==> config.mk <==
export PLATFORM = sky130hd
export DESIGN_NAME = fvdi_match
export DESIGN_NICKNAME = d
export VERILOG_FILES = /design/src/rtl/fvdi_pkg.sv /design/src/rtl/fvdi_match.sv
export SDC_FILE = /design/constraint.sdc
export NUM_CORES = 1
export LEC_CHECK = 0
export ABC_CLOCK_PERIOD_IN_PS = 16700
export BUFFER_PORTS_ARGS = -buffer_cell sky130_fd_sc_hd__buf_2
export CAP_MARGIN = 40
export CORE_UTILIZATION = 30
export DETAILED_ROUTE_END_ITERATION = 10
export PLACE_DENSITY = 0.55
export SLEW_MARGIN = 15
export SYNTH_ARGS = -nofsm -noshare
export SYNTH_HDL_FRONTEND = slang
export SYNTH_SLANG_ARGS = --single-unit
==> constraint.sdc <==
create_clock -name vclk -period 16.7
set_input_delay 3.34 -clock vclk [all_inputs]
set_output_delay 3.34 -clock vclk [all_outputs]
set_load 0.02 [all_outputs]
==> src/rtl/fvdi_pkg.sv <==
// ----------------------------------------------------------------------------
// fvdi_pkg: shared constants and types
// Table geometry, attribute layout and tolerance defaults for the fuzzy
// vertex deduplicating indexer.
// ----------------------------------------------------------------------------
package fvdi_pkg;

  localparam int TABLE_DEPTH = 1024;
  localparam int VALUE_WIDTH = 32;
  localparam int ATTR_COUNT  = 8;
  localparam int ADDR_W      = $clog2(TABLE_DEPTH);
  localparam int CNT_W       = ADDR_W + 1;
  localparam int TOL_W       = 16;

  localparam logic [TOL_W-1:0] TOL_RESET = TOL_W'(655);

  // Attribute slots inside one packed vertex word.
  localparam int ATTR_POS_X  = 0;
  localparam int ATTR_POS_Y  = 1;
  localparam int ATTR_POS_Z  = 2;
  localparam int ATTR_NORM_X = 3;
  localparam int ATTR_NORM_Y = 4;
  localparam int ATTR_NORM_Z = 5;
  localparam int ATTR_TEX_U  = 6;
  localparam int ATTR_TEX_V  = 7;

  typedef logic [ATTR_COUNT-1:0][VALUE_WIDTH-1:0] vtx_t;

endpackage

==> src/rtl/fvdi_match.sv <==
// ----------------------------------------------------------------------------
// fvdi_match: per-attribute closeness compare
// Flags a hit when all eight attributes of the stored entry differ from the
// incoming vertex by strictly less than the tolerance.
// ----------------------------------------------------------------------------
module fvdi_match (
  input  fvdi_pkg::vtx_t                  vtx,
  input  fvdi_pkg::vtx_t                  entry,
  input  logic [fvdi_pkg::TOL_W-1:0]      tol,
  output logic                            hit
);

  always_comb begin : p_cmp
    logic [fvdi_pkg::VALUE_WIDTH:0] a_ext;
    logic [fvdi_pkg::VALUE_WIDTH:0] b_ext;
    logic [fvdi_pkg::VALUE_WIDTH:0] diff;
    logic [fvdi_pkg::VALUE_WIDTH:0] mag;
    hit = 1'b1;
    for (int k = 0; k < fvdi_pkg::ATTR_COUNT; k++) begin
      a_ext = {vtx[k][fvdi_pkg::VALUE_WIDTH-1], vtx[k]};
      b_ext = {entry[k][fvdi_pkg::VALUE_WIDTH-1], entry[k]};
      diff  = a_ext - b_ext;
      // The difference of two sign-extended values never reaches the
      // negative limit of the wider word, so negation is exact.
      mag   = diff[fvdi_pkg::VALUE_WIDTH] ? (~diff + 1'b1) : diff;
      if (mag >= (fvdi_pkg::VALUE_WIDTH + 1)'(tol)) begin
        hit = 1'b0;
      end
    end
  end

endmodule

==> results.json, run 1 <==
{
  "outcome": "complete, no violations",
  "final_util": 0.349,
  "ctsHoldBuffers": 0,
  "dieArea_sq_mm": 0.0894,
  "p_leak_nw": 13.7,
  "synth_cell_types": 105,
  "rsz0062_at_grt": "no",
  "yosys_warnings": 0,
  "dp_slack_ns": 3.26,
  "hpwl_mm": 93.1,
  "num_rows": 108,
  "routedWlPerCell_microns": 19.3,
  "grt_antenna_before_repair": 19,
  "yosys.area.top_type": "ha_1",
  "drtPass1Iterations": 6,
  "min_period_over_period": 0.811,
  "grt_util_met2": 0.407,
  "holdPathEnd": "hit",
  "final-hold-violation-count": 0,
  "crit_slowest_cell": "fa_1",
  "period_minus_slack_ns": 13.54,
  "clock_buffers": 0,
  "yosys-top-cells-count": "ha_1 (392), a21oi_1 (379), inv_1 (357)",
  "hold_path.class": "input pin to output pin",
  "grt_pass1_vias": 29287,
  "synth_seq_area_share": 0,
  "setup_viol": 0,
  "setup_tns_ns": 0,
  "fillers": 9673,
  "grt_max_degree": 24,
  "crit_top_cell": "nor4_1",
  "syn-num-nets": 4952,
  "criticalPathCategory": "input pin to output pin",
  "syn_area_sq_mm": 0.0265,
  "crit_family": "compound AO/OA/AOI/OAI gates",
  "ant_nets": 0,
  "drt-initial-drc-count": 2342,
  "gr-total-overflow": 0,
  "netlist_instances": 4024,
  "power_mw": 1.60,
  "n_sequential_cell": 0,
  "cp.arrival_ns": 10.20,
  "num_vias": 31682,
  "grt_pass1_wl_mm": 165,
  "min-delay-start": "vtx[94]",
  "syn_area_per_cell_sq_um": 6.57,
  "path_max_fanout": 14,
  "num_io_pins": 529,
  "fmaxAchievable_mhz": 73.9,
  "cp_num_buf_inv": 4,
  "synth.most_common_cell": "ha_1",
  "ctsResizeCount": 0,
  "required_ns": 13.36,
  "synth_top_area_share": 0.185,
  "viasPerCell": 5.64,
  "start_util": 0.304,
  "track_usage": 0.229,
  "core_sq_mm": 0.0870,
  "finalWirelength_mm": 109,
  "vdd_ir_drop_max_v": 0.0000148,
  "maxCapViolCount": 0,
  "maxSlewViolCount": 0,
  "gp_congestion": 0.930,
  "slew_headroom": 0.405,
  "endpoint_kind": "output pin",
  "final_nets": 5379,
  "syn_to_final_growth_pct": 14.6,
  "cts_setup_buffers": 0,
  "io_buffer_count": 529,
  "seqCellArea_sq_um": 0,
  "p_per_area_mw_per_mm2": 52.7,
  "top_usage_layer": "met2",
  "grt_use_met1": 0.298,
  "tightest_slew_ns": 0.884,
  "timing.final.ws_setup_ns": 3.16,
  "die_x_microns": 299,
  "drive_above_1_share": 0.147,
  "slowest_delay_ns": 0.50,
  "crit_path_start_kind": "input pin",
  "fp.dieH_microns": 299,
  "multiInputGateArea_sq_mm": 0.0246,
  "drc": 0,
  "synth_area_leaders": "ha_1 (19%), a21oi_1 (7.2%), xnor2_1 (6.5%), inv_1 (5.1%), o21ai_0 (5.0%)",
  "hold_path_depth": 7,
  "met3_usage": 0.00734
}
-- where the power goes --
part	switching, mW	internal [mW]	leakage, nW
logic	0.979	0.618	13.7
clock network	0	0.000000121	0.0000951
registers	0	0	0
-- routing by layer --
| metal | up-vias | wire length (microns) |
|---|---|---|
| li1 | 15888 | - |
| met2 | 878 | 53100 |
| met1 | 14784 | 48200 |
| met4 | 2 | 3140 |
| met3 | 130 | 3990 |
| met5 | - | 13 |
-- worst max path at each step --
stage / cells after the start / startpoint / endpoint
6_report: 29 / vtx[224] / hit
5_1_grt: 29 / vtx[128] / hit
4_1_cts: 29 / vtx[224] / hit
3_5_place_dp: 29 / vtx[224] / hit
3_3_place_gp: 29 / vtx[224] / hit
2_1_floorplan: 28 / vtx[224] / hit
-- cells in the final DEF, fill, tap and decap left out, types with 23 or more instances in the layout --
| master | netlist | layout |
|---|---|---|
| xor2_1 | 102 | 102 |
| nor2_1 | 313 | 313 |
| o21ai_0 | 262 | 262 |
| o21a_1 | 62 | 62 |
| ha_1 | 392 | 392 |
| nor3_1 | 107 | 106 |
| a21o_1 | 100 | 100 |
| o31ai_1 | 42 | 42 |
| or3_1 | 56 | 56 |
| a211oi_1 | 58 | 58 |
| nand2b_1 | 43 | 43 |
| nand3_1 | 100 | 100 |
| a21oi_1 | 379 | 379 |
| inv_1 | 357 | 357 |
| nand4_1 | 95 | 95 |
| nand3b_1 | 23 | 23 |
| buf_2 | 8 | 531 |
| or2_2 | 36 | 36 |
| o21bai_1 | 29 | 29 |
| nor4_1 | 53 | 53 |
| and2_1 | 56 | 56 |
| nand2_1 | 346 | 346 |
| nor3b_1 | 25 | 25 |
| xnor2_1 | 197 | 197 |
| and3_1 | 38 | 38 |
| nor2b_1 | 45 | 45 |
| and4_1 | 23 | 23 |
| o211ai_1 | 70 | 70 |
| a31oi_1 | 56 | 56 |
-- cell type report --
type                       count  area share
multi-input combinational   3540       0.812
tap                         1155      0.0477
timing repair buffer         552      0.0947
inverter                     357      0.0442
antenna                       15     0.00124
-- through the flow --
stage                     instance area (sq um)  hold WS (ns)  cells
after CTS                                 30300          7.68   5604
final                                     30300          7.66   5619
after floorplan                           26500          7.22   4024
after global routing                      30300          7.73   5618
after detailed placement                  30300          7.67   5604
after global placement                    30200          7.69   5593
-- cells by family (layout without fill, tap and decap cells) --
family | count (synthesis) | count (layout) | synth area share
mux | 25 | 25 | 0.00970
simple gates | 1448 | 1448 | 0.287
xor+xnor | 300 | 300 | 0.0996
other cells | 0 | 15 | 0
compound gates | 1367 | 1367 | 0.343
fa+ha+maj | 400 | 400 | 0.191
buf+inv | 484 | 909 | 0.0691
Note: power is estimated with default switching activity, not from simulation.
==> run 2: changes to the inputs <==
- ABC_AREA: default -> 1
- ABC_CLOCK_PERIOD_IN_PS: 16700 -> 14000
- PLACE_DENSITY: 0.55 -> 0.54
- clock period: 16.7 -> 14 ns (I/O delays scaled with it)
==> run 2 against run 1 <==
Global-route usage up 0.44 points. Wire length up 26%. Worst setup slack worse by 0.46 ns. Synthesized cell count up 70%. Cell area up 25%. Final cell count up 57%. Critical endpoint unchanged. Largest power group unchanged. Highest routed layer is now met4.
==> results.json, run 2 <==
{
  "outcome": "complete, no violations",
  "layout_commonest_cell": "nand2_1",
  "cp.arrival_ns": 8.50,
  "syn_to_final_growth_pct": 13.8,
  "tightest_slew_ns": 0.778,
  "grt_pass1_wl_mm": 211,
  "drc": 0,
  "p_per_area_mw_per_mm2": 59.0,
  "yosys_warnings": 0,
  "required_ns": 11.20,
  "grt_antenna_before_repair": 5,
  "maxSlewViolCount": 0,
  "grt_max_degree": 41,
  "syn-num-nets": 7771,
  "finalWirelength_mm": 136,
  "num_io_pins": 529,
  "criticalPathCategory": "input pin to output pin",
  "synth_seq_area_share": 0,
  "final_nets": 8293,
  "synth_area_leaders": "nand2_1 (28%), inv_1 (15%), ha_1 (15%), nor2_1 (8.4%), nand3_1 (8.4%)",
  "min-delay-start": "vtx[254]",
  "vdd_ir_drop_max_v": 0.0000195,
  "min_period_over_period": 0.807,
  "synth_top_area_share": 0.283,
  "num_vias": 42766,
  "yosys.area.top_type": "nand2_1",
  "drt-initial-drc-count": 2861,
  "hold_path.class": "input pin to output pin",
  "routedWlPerCell_microns": 15.4,
  "maxCapViolCount": 0,
  "hold_ws_ns": 6.60,
  "gr-total-overflow": 0,
  "core_sq_mm": 0.109,
  "clock_buffers": 0,
  "crit_path_start_kind": "input pin",
  "final-hold-violation-count": 0,
  "viasPerCell": 4.84,
  "ant_nets": 0,
  "die_x_microns": 335,
  "crit_top_cell": "nand2_1",
  "gp_congestion": 0.990,
  "io_buffer_count": 529,
  "track_usage": 0.233,
  "drive_above_1_share": 0.103,
  "start_util": 0.304,
  "ctsResizeCount": 0,
  "fillers": 13035,
  "fmaxAchievable_mhz": 88.5,
  "layout_common_cells": "nand2_1 (2511), inv_1 (1361), nor2_1 (744), nand3_1 (557), buf_2 (529)",
  "endpoint_kind": "output pin",
  "drtPass1Iterations": 6,
  "power_mw": 2.23,
  "p_leak_nw": 23.2,
  "path_max_fanout": 34,
  "yosys-top-cells-count": "nand2_1 (2511), inv_1 (1361), nor2_1 (744)",
  "setup_viol": 0,
  "slowest_delay_ns": 0.36,
  "period_minus_slack_ns": 11.30,
  "n_sequential_cell": 0,
  "cp-startpoint": "vtx[160]",
  "dieArea_sq_mm": 0.112,
  "slew_headroom": 0.480,
  "netlist_instances": 6843,
  "crit_slowest_cell": "fa_1",
  "cts_setup_buffers": 0,
  "num_rows": 121,
  "synth_cell_types": 52,
  "synth.most_common_cell": "nand2_1",
  "hpwl_mm": 122,
  "rsz0062_at_grt": "no",
  "syn_area_sq_mm": 0.0333,
  "ctsHoldBuffers": 0,
  "final_util": 0.346,
  "setup_tns_ns": 0,
  "syn_area_per_cell_sq_um": 4.86,
  "grt_pass1_vias": 39588,
  "fp.dieH_microns": 335,
  "seqCellArea_sq_um": 0
}
-- run 2: final cells by class --
class	count	area [sq um]	share of cell area
Multi-Input combinational cell	5420	27800	0.736
Inverter	1394	5240	0.138
Timing Repair Buffer	549	2900	0.0767
Tap cell	1476	1850	0.0488
Antenna cell	1	2.50	0.0000662
-- run 2: cell families after synthesis --
kind of cell             Yosys count  share of synthesized area
AND/OR/NAND/NOR                 4346                      0.556
AO/OA/AOI/OAI                    506                     0.0830
XOR/XNOR                         168                     0.0455
adder cells (fa/ha/maj)          400                      0.152
buffers and inverters           1423                      0.163
-- run 2: power breakdown --
group / switching [mW] / internal (mW)
Sequential: 0 / 0
Clock: 0 / 0.00000000958
Combinational: 1.49 / 0.736
Total: 1.49 / 0.736
-- run 2: through the flow --
step	instances	instance area, sq um	setup slack, ns
3_3_place_gp	8832	37700	2.48
3_5_place_dp	8839	37800	2.55
6_report	8840	37800	2.70
2_1_floorplan	6843	33300	4.14
4_1_cts	8839	37800	2.53
5_1_grt	8840	37800	1.97
-- run 2: path summary, 6_finish.rpt --
kind	end	slack, ns	cells past startpoint
max	hit	2.70	46
min	hit	6.60	9
-- run 2: critical path: cells and delay by family --
| kind | cells | cell delay (ns) |
|---|---|---|
| buffers and inverters | 7 | 1.08 |
| AOI/OAI and AO/OA | 2 | 0.37 |
| adders and majority gates | 3 | 0.81 |
| xor gates and xnor gates | 1 | 0.22 |
| and+or+nand+nor | 33 | 3.19 |
-- run 2: layer usage --
layer / track usage / share of wire / vias to the layer above / wire length (microns)
met4: 0.0387 / 0.019 / 0 / 2540
li1: - / - / 22407 / -
met5: 0 / 0 / - / 0
met3: 0.00584 / 0.043 / 113 / 5890
met2: 0.409 / 0.46 / 1163 / 63100
met1: 0.320 / 0.48 / 19083 / 64800
